**config.mk**
```make
export PLATFORM = sky130hd
export DESIGN_NAME = pogp_ctrl
export DESIGN_NICKNAME = d
export VERILOG_FILES = /design/src/rtl/pogp_pkg.sv /design/src/rtl/pogp_ctrl.sv
export SDC_FILE = /design/constraint.sdc
export NUM_CORES = 1
export LEC_CHECK = 0
export BUFFER_PORTS_ARGS = -buffer_cell sky130_fd_sc_hd__clkbuf_2
export CELL_PAD_IN_SITES_DETAIL_PLACEMENT = 1
export CELL_PAD_IN_SITES_GLOBAL_PLACEMENT = 1
export CORE_AREA = 2 2 41 43
export CTS_BUF_LIST = sky130_fd_sc_hd__clkbuf_2 sky130_fd_sc_hd__clkbuf_4 sky130_fd_sc_hd__clkbuf_8
export DETAILED_ROUTE_END_ITERATION = 16
export DIE_AREA = 0 0 43 45
export MAX_ROUTING_LAYER = met4
export PLACE_DENSITY_LB_ADDON = 0.3
export RECOVER_POWER = 100
export SYNTH_ARGS = -nofsm -noshare
export SYNTH_HDL_FRONTEND = slang
export SYNTH_SLANG_ARGS = --single-unit
```
**constraint.sdc**
```tcl
create_clock -name clk -period 1.6 [get_ports clk]
set_input_delay 0.32 -clock clk [delete_from_list [all_inputs] [get_ports clk]]
set_output_delay 0.32 -clock clk [all_outputs]
set_load 0.02 [all_outputs]
```
**src/rtl/pogp_pkg.sv**
```systemverilog
// shared constants, codes and control types of the predicted obstacle grid painter
`timescale 1ns / 1ps
package pogp_pkg;

    localparam int GRID_WIDTH_DEF  = 128;
    localparam int GRID_HEIGHT_DEF = 64;
    localparam int MAX_LAYERS_DEF  = 16;
    localparam int HALF_WINDOW_DEF = 5;

    localparam int IN_TDATA_W  = 104;
    localparam int IN_TUSER_W  = 2;
    localparam int OUT_TDATA_W = 8;
    localparam int CFG_IDX_W   = 3;
    localparam int CFG_DATA_W  = 24;

    localparam int ACC_W = 40;
    localparam int NUM_W = ACC_W + 2;
    localparam int DEN_W = 25;

    localparam logic [1:0] MODE_CLEAR = 2'd0;
    localparam logic [1:0] MODE_ADD   = 2'd1;
    localparam logic [1:0] MODE_READ  = 2'd2;

    localparam logic [CFG_IDX_W-1:0] REG_CELL_SIZE     = 3'd0;
    localparam logic [CFG_IDX_W-1:0] REG_ORIGIN_X      = 3'd1;
    localparam logic [CFG_IDX_W-1:0] REG_ORIGIN_Y      = 3'd2;
    localparam logic [CFG_IDX_W-1:0] REG_TIME_STEP     = 3'd3;
    localparam logic [CFG_IDX_W-1:0] REG_LAYERS_IN_USE = 3'd4;

    localparam logic [15:0] CELL_SIZE_RST     = 16'd77;
    localparam logic [15:0] TIME_STEP_RST     = 16'd128;
    localparam logic [4:0]  LAYERS_IN_USE_RST = 5'd10;

    typedef struct packed {
        logic load_item;
        logic clr_step;
        logic div_start;
        logic win_load;
        logic paint_row;
        logic next_layer;
        logic rd_issue;
        logic out_load;
    } cmd_t;

    typedef struct packed {
        logic [1:0] mode;
        logic       n_zero;
        logic       clr_last;
        logic       div_done;
        logic       win_empty;
        logic       paint_last;
        logic       layer_last;
    } sts_t;

endpackage

```
**src/rtl/pogp_ctrl.sv**
```systemverilog
// controller state machine sequencing clear, add and read items
`timescale 1ns / 1ps
module pogp_ctrl
    import pogp_pkg::*;
(
    input  logic clk,
    input  logic rst_n,
    input  logic s_axis_tvalid,
    output logic s_axis_tready,
    output logic m_axis_tvalid,
    input  logic m_axis_tready,
    input  sts_t sts,
    output cmd_t cmd
);

    localparam logic [3:0] ST_CLEAR = 4'd0;
    localparam logic [3:0] ST_IDLE  = 4'd1;
    localparam logic [3:0] ST_DIV   = 4'd2;
    localparam logic [3:0] ST_WAIT  = 4'd3;
    localparam logic [3:0] ST_WIN   = 4'd4;
    localparam logic [3:0] ST_PAINT = 4'd5;
    localparam logic [3:0] ST_NEXT  = 4'd6;
    localparam logic [3:0] ST_RD    = 4'd7;
    localparam logic [3:0] ST_RESP  = 4'd8;

    logic [3:0] state_reg, state_next;
    logic       out_valid_reg, out_valid_next;
    logic       accept;

    assign accept = s_axis_tvalid && (state_reg == ST_IDLE);

    always_comb
    begin
        state_next = state_reg;
        cmd        = '0;
        unique case (state_reg)
            ST_CLEAR:
            begin
                cmd.clr_step = 1'b1;
                if (sts.clr_last)
                begin
                    state_next = ST_IDLE;
                end
            end
            ST_IDLE:
            begin
                if (accept)
                begin
                    cmd.load_item = 1'b1;
                    priority if (sts.mode == MODE_CLEAR)
                    begin
                        state_next = ST_CLEAR;
                    end
                    else if (sts.mode == MODE_ADD)
                    begin
                        state_next = sts.n_zero ? ST_IDLE : ST_DIV;
                    end
                    else if (sts.mode == MODE_READ)
                    begin
                        state_next = ST_RD;
                    end
                    else
                    begin
                        state_next = ST_IDLE;
                    end
                end
            end
            ST_DIV:
            begin
                cmd.div_start = 1'b1;
                state_next    = ST_WAIT;
            end
            ST_WAIT:
            begin
                if (sts.div_done)
                begin
                    state_next = ST_WIN;
                end
            end
            ST_WIN:
            begin
                cmd.win_load = 1'b1;
                state_next   = ST_PAINT;
            end
            ST_PAINT:
            begin
                cmd.paint_row = !sts.win_empty;
                if (sts.win_empty || sts.paint_last)
                begin
                    state_next = ST_NEXT;
                end
            end
            ST_NEXT:
            begin
                cmd.next_layer = 1'b1;
                state_next     = sts.layer_last ? ST_IDLE : ST_DIV;
            end
            ST_RD:
            begin
                cmd.rd_issue = 1'b1;
                state_next   = ST_RESP;
            end
            ST_RESP:
            begin
                if (!out_valid_reg || m_axis_tready)
                begin
                    cmd.out_load = 1'b1;
                    state_next   = ST_IDLE;
                end
            end
            default:
            begin
                state_next = ST_IDLE;
            end
        endcase
    end

    always_comb
    begin
        out_valid_next = out_valid_reg;
        if (cmd.out_load)
        begin
            out_valid_next = 1'b1;
        end
        else if (m_axis_tready)
        begin
            out_valid_next = 1'b0;
        end
    end

    always_ff @(posedge clk or negedge rst_n)
    begin
        if (!rst_n)
        begin
            state_reg     <= ST_CLEAR;
            out_valid_reg <= 1'b0;
        end
        else
        begin
            state_reg     <= state_next;
            out_valid_reg <= out_valid_next;
        end
    end

    assign s_axis_tready = (state_reg == ST_IDLE);
    assign m_axis_tvalid = out_valid_reg;

    a_out_no_overwrite: assert property (@(posedge clk) disable iff (!rst_n)
        cmd.out_load |-> (!out_valid_reg || m_axis_tready))
        else $error("result beat overwritten before taken");

    a_div_not_instant: assert property (@(posedge clk) disable iff (!rst_n)
        cmd.div_start |=> !sts.div_done)
        else $error("divider finished too early");

    a_out_from_read: assert property (@(posedge clk) disable iff (!rst_n)
        $rose(out_valid_reg) |-> $past(state_reg) == ST_RESP)
        else $error("result beat without read item");

endmodule

```
## Word level (Yosys, flattened, before mapping)

Cells that the tools add are included.

- Equal/unequal tests: 15
- Muxes and demuxes: 23
- Reductions and logical operators: 9

Operators with widths:

| kind | count |
|---|---|
| one-hot mux 4 bit (9 select lines) | 1 |
| two-way mux 4 bit | 7 |
| equality test 4 x 3 -> 1 bit, second input constant | 4 |
| two-way mux 1 bit | 12 |
| equality test 4 x 2 -> 1 bit, second input constant | 2 |
| inequality test 2 bit, second input constant | 4 |
| AND reduction 5 bit | 1 |
| equality test 4 x 1 -> 1 bit, second input constant | 1 |
| equality test 4 bit, second input constant | 1 |
| logical NOT 4 bit | 1 |
| two-way mux 2 bit | 2 |
| two-way mux 3 bit | 1 |
| equality test 2 x 1 -> 1 bit, second input constant | 1 |
| equality test 2 bit, second input constant | 1 |
| logical NOT 1 bit | 2 |
| logical NOT 2 bit | 1 |
| logical OR 1 bit | 2 |
| inequality test 2 x 1 -> 1 bit, second input constant | 1 |
| nonzero test 2 bit | 1 |
| logical AND 1 bit | 1 |

- Flip-flop bits (word level): 5
- Input bits: 12
- Output and inout port bits: 10
- Word-level logic and storage cells: 49

## Depth between registers and ports, before layout

- Depth in word-level cells: 6
- Gate-level depth with buffers: 5

## Least setup slack after synthesis

Ideal clock, no wire load.

- Path kind: register to output
- From: register state_reg[2]
- To: output cmd[7] (netlist bit)
- Arrival time: 1.453 ns
- Required time: 1.280 ns
- Setup slack: -0.173 ns
- Stages on the path, launching flop included: 4
- Buffers on the path: 1
- Cells stage by stage: dfrtp_1 > buf_6 > nor3_1 > and2_1

RTL lines:

| element | line | text |
|---|---|---|
| from (decl) | pogp_ctrl.sv:26 | `logic [3:0] state_reg, state_next;` |
| from (signal assigned) | pogp_ctrl.sv:140 | `state_reg <= state_next;` |
| to (decl) | pogp_ctrl.sv:13 | `output cmd_t cmd` |

==> summary.md <==
| Metric | Value |
|---|---|
| Die outline area | around 1900 um^2 |
| Post-synthesis sequential area ratio | 26.39% |
| Kind of capture point of the worst setup path | output pin |
| Drt first-iter violations | 5 |
| Post-route total power | 0.001435 W |
| Net count of the mapped netlist | 67 |
| PwrDens | between 1500 and 2000 nW/um^2 |
| P_leak | roughly 0.4 nW |
| Worst-path clk slew | ~0.060 ns |
| Ratio of cells with drive above 1 in the final layout | between 60% and 70% |
| ANT nets after route | 0 |
| Cell count after synthesis | between 50 and 60 |
| Die Y | between 40 and 50 um |
| Antenna violations before repair | 0 |
| Count of inserted antenna diode cells | 0 |
| Width of the chip | roughly 43 um |
| Clock tree from TritonCTS | done |
| Ratio of routed vias to standard cells | between 5 and 6 |
| Headroom to the max-slew limit | between 70% and 80% |
| Depth of the CTS H-tree | 1 |
| Hold Vio Cnt, Final | 0 |
| Ordered cell list for the critical path | nor4b_4 -> nor2b_2 -> buf_4 |
| Startpoint type of the worst setup path | flop |
| Minimum period implied by the final worst setup slack | 1.636 ns |
| Dpl hpwl | roughly 1100 um |
| Peak ir drop on the vdd network | roughly 0.67 mV |
| Hold Crit Class | input port to flop |
| Critical-path top delay cell | sky130_fd_sc_hd__dfrtp_2 |
| Arrival time of the worst setup path | around 1.3 ns |
| Yosys warning count | 0 |
| Tot GR Track Use | 18.84% |
| WP data required | ~1.3 ns |
| RSZ-0062 raised after global routing | yes |
| Violations in the final reports | negative setup slack |
| Gr ovfl total | 0 |
| Total I/O pin count | 22 |
| Routed wire length | around 1700 um |
| Main area contributors after synthesis | sky130_fd_sc_hd__dfrtp_1 (26%), sky130_fd_sc_hd__nor3_1 (6.3%), sky130_fd_sc_hd__nor2b_1 (5.3%) |
| Largest net degree at the start of global routing | 10 |
| Critical path class | flop to output pin |
| Net count, final | ~110 |
| Area share of the largest cell type after synthesis | a little over a quarter |
| Least-Margin Pin Slew | about 0.38 ns |
| Count of clock tree sinks | 5 |
| Clk Latency, worst-skew pair | 0.25 ns |
| Setup clock skew after layout | 0.01463 ns |
| Buffer type at the clock tree root | sky130_fd_sc_hd__clkbuf_4 |
| Cell taking the most area after synthesis | sky130_fd_sc_hd__dfrtp_1 |
| DRC violations left | 0 |
| Largest stage delay, worst path | between 0.4 and 0.5 ns |
| Number of setup violations in the final report | 5 |
| 1st-pass router iterations | 4 |
| Distinct cells, synth | 31 |
| Wire length of the first global-routing pass | 2463 um |
| Area added between synthesis and finish | 75.73% |
| Status | complete, but fails checks |
| Post-synthesis area per instance | between 8 and 9 um^2 |
| Average detailed-routed wire length per instance | around 16 um |
| Crit path max-delay family | simple AND/OR/NAND/NOR gates |
| Flops & latches, synth | 5 |
| Place WS | ~0.051 ns |
| Max Cap Viol | 0 |
| Maximum operating frequency | a little over 0.6 GHz |
| Number of buffers between clock root and the deepest sink | 2 |
| Final Worst Setup Slack | -0.03633 ns |
| Number of global-route vias before repair | about 560 |
| Number of flip-flops in the largest register | 4 |
| Number of buffers added on ports | 21 |
| Buffering stage count on the worst path with inverters included | 1 |
| Post-synth design cell area | ~470 um^2 |
| Vias after detailed routing | 578 |
| CORE AREA | around 1500 um^2 |
| Number of slew-limit violations in the final report | 0 |
| Fraction of the cycle the final worst path needs | 102.3% |
| Rows | 14 |
| Clock buffers created by TritonCTS | 3 |
| Routability-driven placement congestion ratio | between 0.7 and 0.8 |
| Starting density of the core | between 30% and 40% |
| Largest driver fanout on the critical path | 5 |
[cell families (layout without fill, tap and decap cells)]
family	count (synthesis)	after routing	share of synthesized area, %
compound gates	12	12	16.62
mux	2	2	5.276
buf+inv	6	43	11.08
flops	5	5	26.39
simple gates	30	30	40.64
[timing repair]
action	in CTS	in global routing
pin swaps	2	3
endpoints found under the setup margin	9	9
setup buffers	3	3
endpoints found under the hold margin	5	0
gates resized for setup	17	19
hold buffers	1	0
[cells in the mapped netlist]
cell type and number:
sky130_fd_sc_hd__nor3_1 6, sky130_fd_sc_hd__dfrtp_1 5, sky130_fd_sc_hd__nor2_1 5, sky130_fd_sc_hd__nor2b_1 4, sky130_fd_sc_hd__o21ai_0 3, sky130_fd_sc_hd__a21o_1 2, sky130_fd_sc_hd__a21oi_1 2, sky130_fd_sc_hd__buf_2 2
sky130_fd_sc_hd__nand2_1 2, sky130_fd_sc_hd__nand2b_1 2, sky130_fd_sc_hd__or4_4 2, sky130_fd_sc_hd__a211oi_1 1, sky130_fd_sc_hd__a22o_1 1, sky130_fd_sc_hd__a22oi_1 1, sky130_fd_sc_hd__a31oi_1 1, sky130_fd_sc_hd__a41oi_1 1
sky130_fd_sc_hd__and2_1 1, sky130_fd_sc_hd__and3_1 1, sky130_fd_sc_hd__and3b_1 1, sky130_fd_sc_hd__buf_12 1, sky130_fd_sc_hd__buf_4 1, sky130_fd_sc_hd__buf_6 1, sky130_fd_sc_hd__inv_1 1, sky130_fd_sc_hd__mux2_4 1
sky130_fd_sc_hd__mux2i_1 1, sky130_fd_sc_hd__nand2b_4 1, sky130_fd_sc_hd__nor3b_1 1, sky130_fd_sc_hd__nor4_1 1, sky130_fd_sc_hd__nor4b_2 1, sky130_fd_sc_hd__or2_2 1, sky130_fd_sc_hd__or3_1 1
[cells in the final DEF (no fill, tap or decap), types with 2 or more instances in the layout]
cell type	instances
sky130_fd_sc_hd__or4_4	2
sky130_fd_sc_hd__nor3_1	3
sky130_fd_sc_hd__o21ai_0	3
sky130_fd_sc_hd__dfrtp_2	4
sky130_fd_sc_hd__nor3_2	2
sky130_fd_sc_hd__buf_4	16
sky130_fd_sc_hd__buf_6	6
sky130_fd_sc_hd__clkbuf_2	11
sky130_fd_sc_hd__nand2b_4	3
sky130_fd_sc_hd__clkbuf_1	2
sky130_fd_sc_hd__nor2_1	5
sky130_fd_sc_hd__nor2b_1	3
sky130_fd_sc_hd__a21o_1	2
sky130_fd_sc_hd__nand2_1	2
sky130_fd_sc_hd__clkbuf_4	4
sky130_fd_sc_hd__a21oi_1	2
[worst reg2reg max path, delay by kind of cell (launching register included)]
family / cells / cell delay [ns]
flip-flops: 1 / 0.45
AND/OR/NAND/NOR: 1 / 0.43
multiplexers: 1 / 0.32
AO/OA/AOI/OAI: 2 / 0.24
[layout make-up]
cell class | instances | area (um^2)
fillers | 182 | 638.1
clock buffers | 4 | 30.03
multi-input cells | 44 | 370.4
flip-flops and latches | 5 | 130.1
inverters | 1 | 3.754
repair buffers | 38 | 279.0
well taps | 16 | 20.02
[per-layer routing]
metal / part of all wire, % / track usage, % / routed length, um
met1: 39 / 18.43 / 663
met2: 57 / 35.76 / 967
met3: 2.1 / 2.400 / 36
met4: 2.3 / 10.91 / 40
met5: 0 / - / 0
[report_power, final]
group | total, W | switching [W] | internal, W
registers | 0.000254 | 0.0000788 | 0.000175
logic | 0.00100 | 0.000477 | 0.000524
clock network | 0.000180 | 0.0000680 | 0.000112
[metrics by stage]
stage | instances | cell area [um^2] | hold slack (ns) | utilization (%) | TNS (ns)
2_1_floorplan | 55 | 479.2 | 0.02441 | - | 0
3_3_place_gp | 97 | 630.6 | 0.1445 | 42.86 | 0
3_5_place_dp | 97 | 630.6 | 0.1496 | 42.86 | 0
4_1_cts | 105 | 762.0 | 0.4316 | 51.79 | -0.1775
5_1_grt | 108 | 833.3 | 0.4485 | 56.63 | -0.5384
6_report | 108 | 833.3 | 0.4365 | 56.63 | -0.1525
[final timing paths]
check / start / endpoint / slack (ns) / cells after the start
setup / recovery: state_reg[2] / cmd[0] / -0.04 / 3
hold / removal: sts[1] / state_reg[0] / 0.44 / 3
setup reg to reg: state_reg[0] / state_reg[0] / 0.01 / 4
hold reg to reg: state_reg[2] / state_reg[0] / 0.74 / 2
max in group asynchronous: rst_n / state_reg[2] / 0.87 / 2
min in group asynchronous: rst_n / state_reg[0] / 0.47 / 2
(Power assumes the default switching activity.)
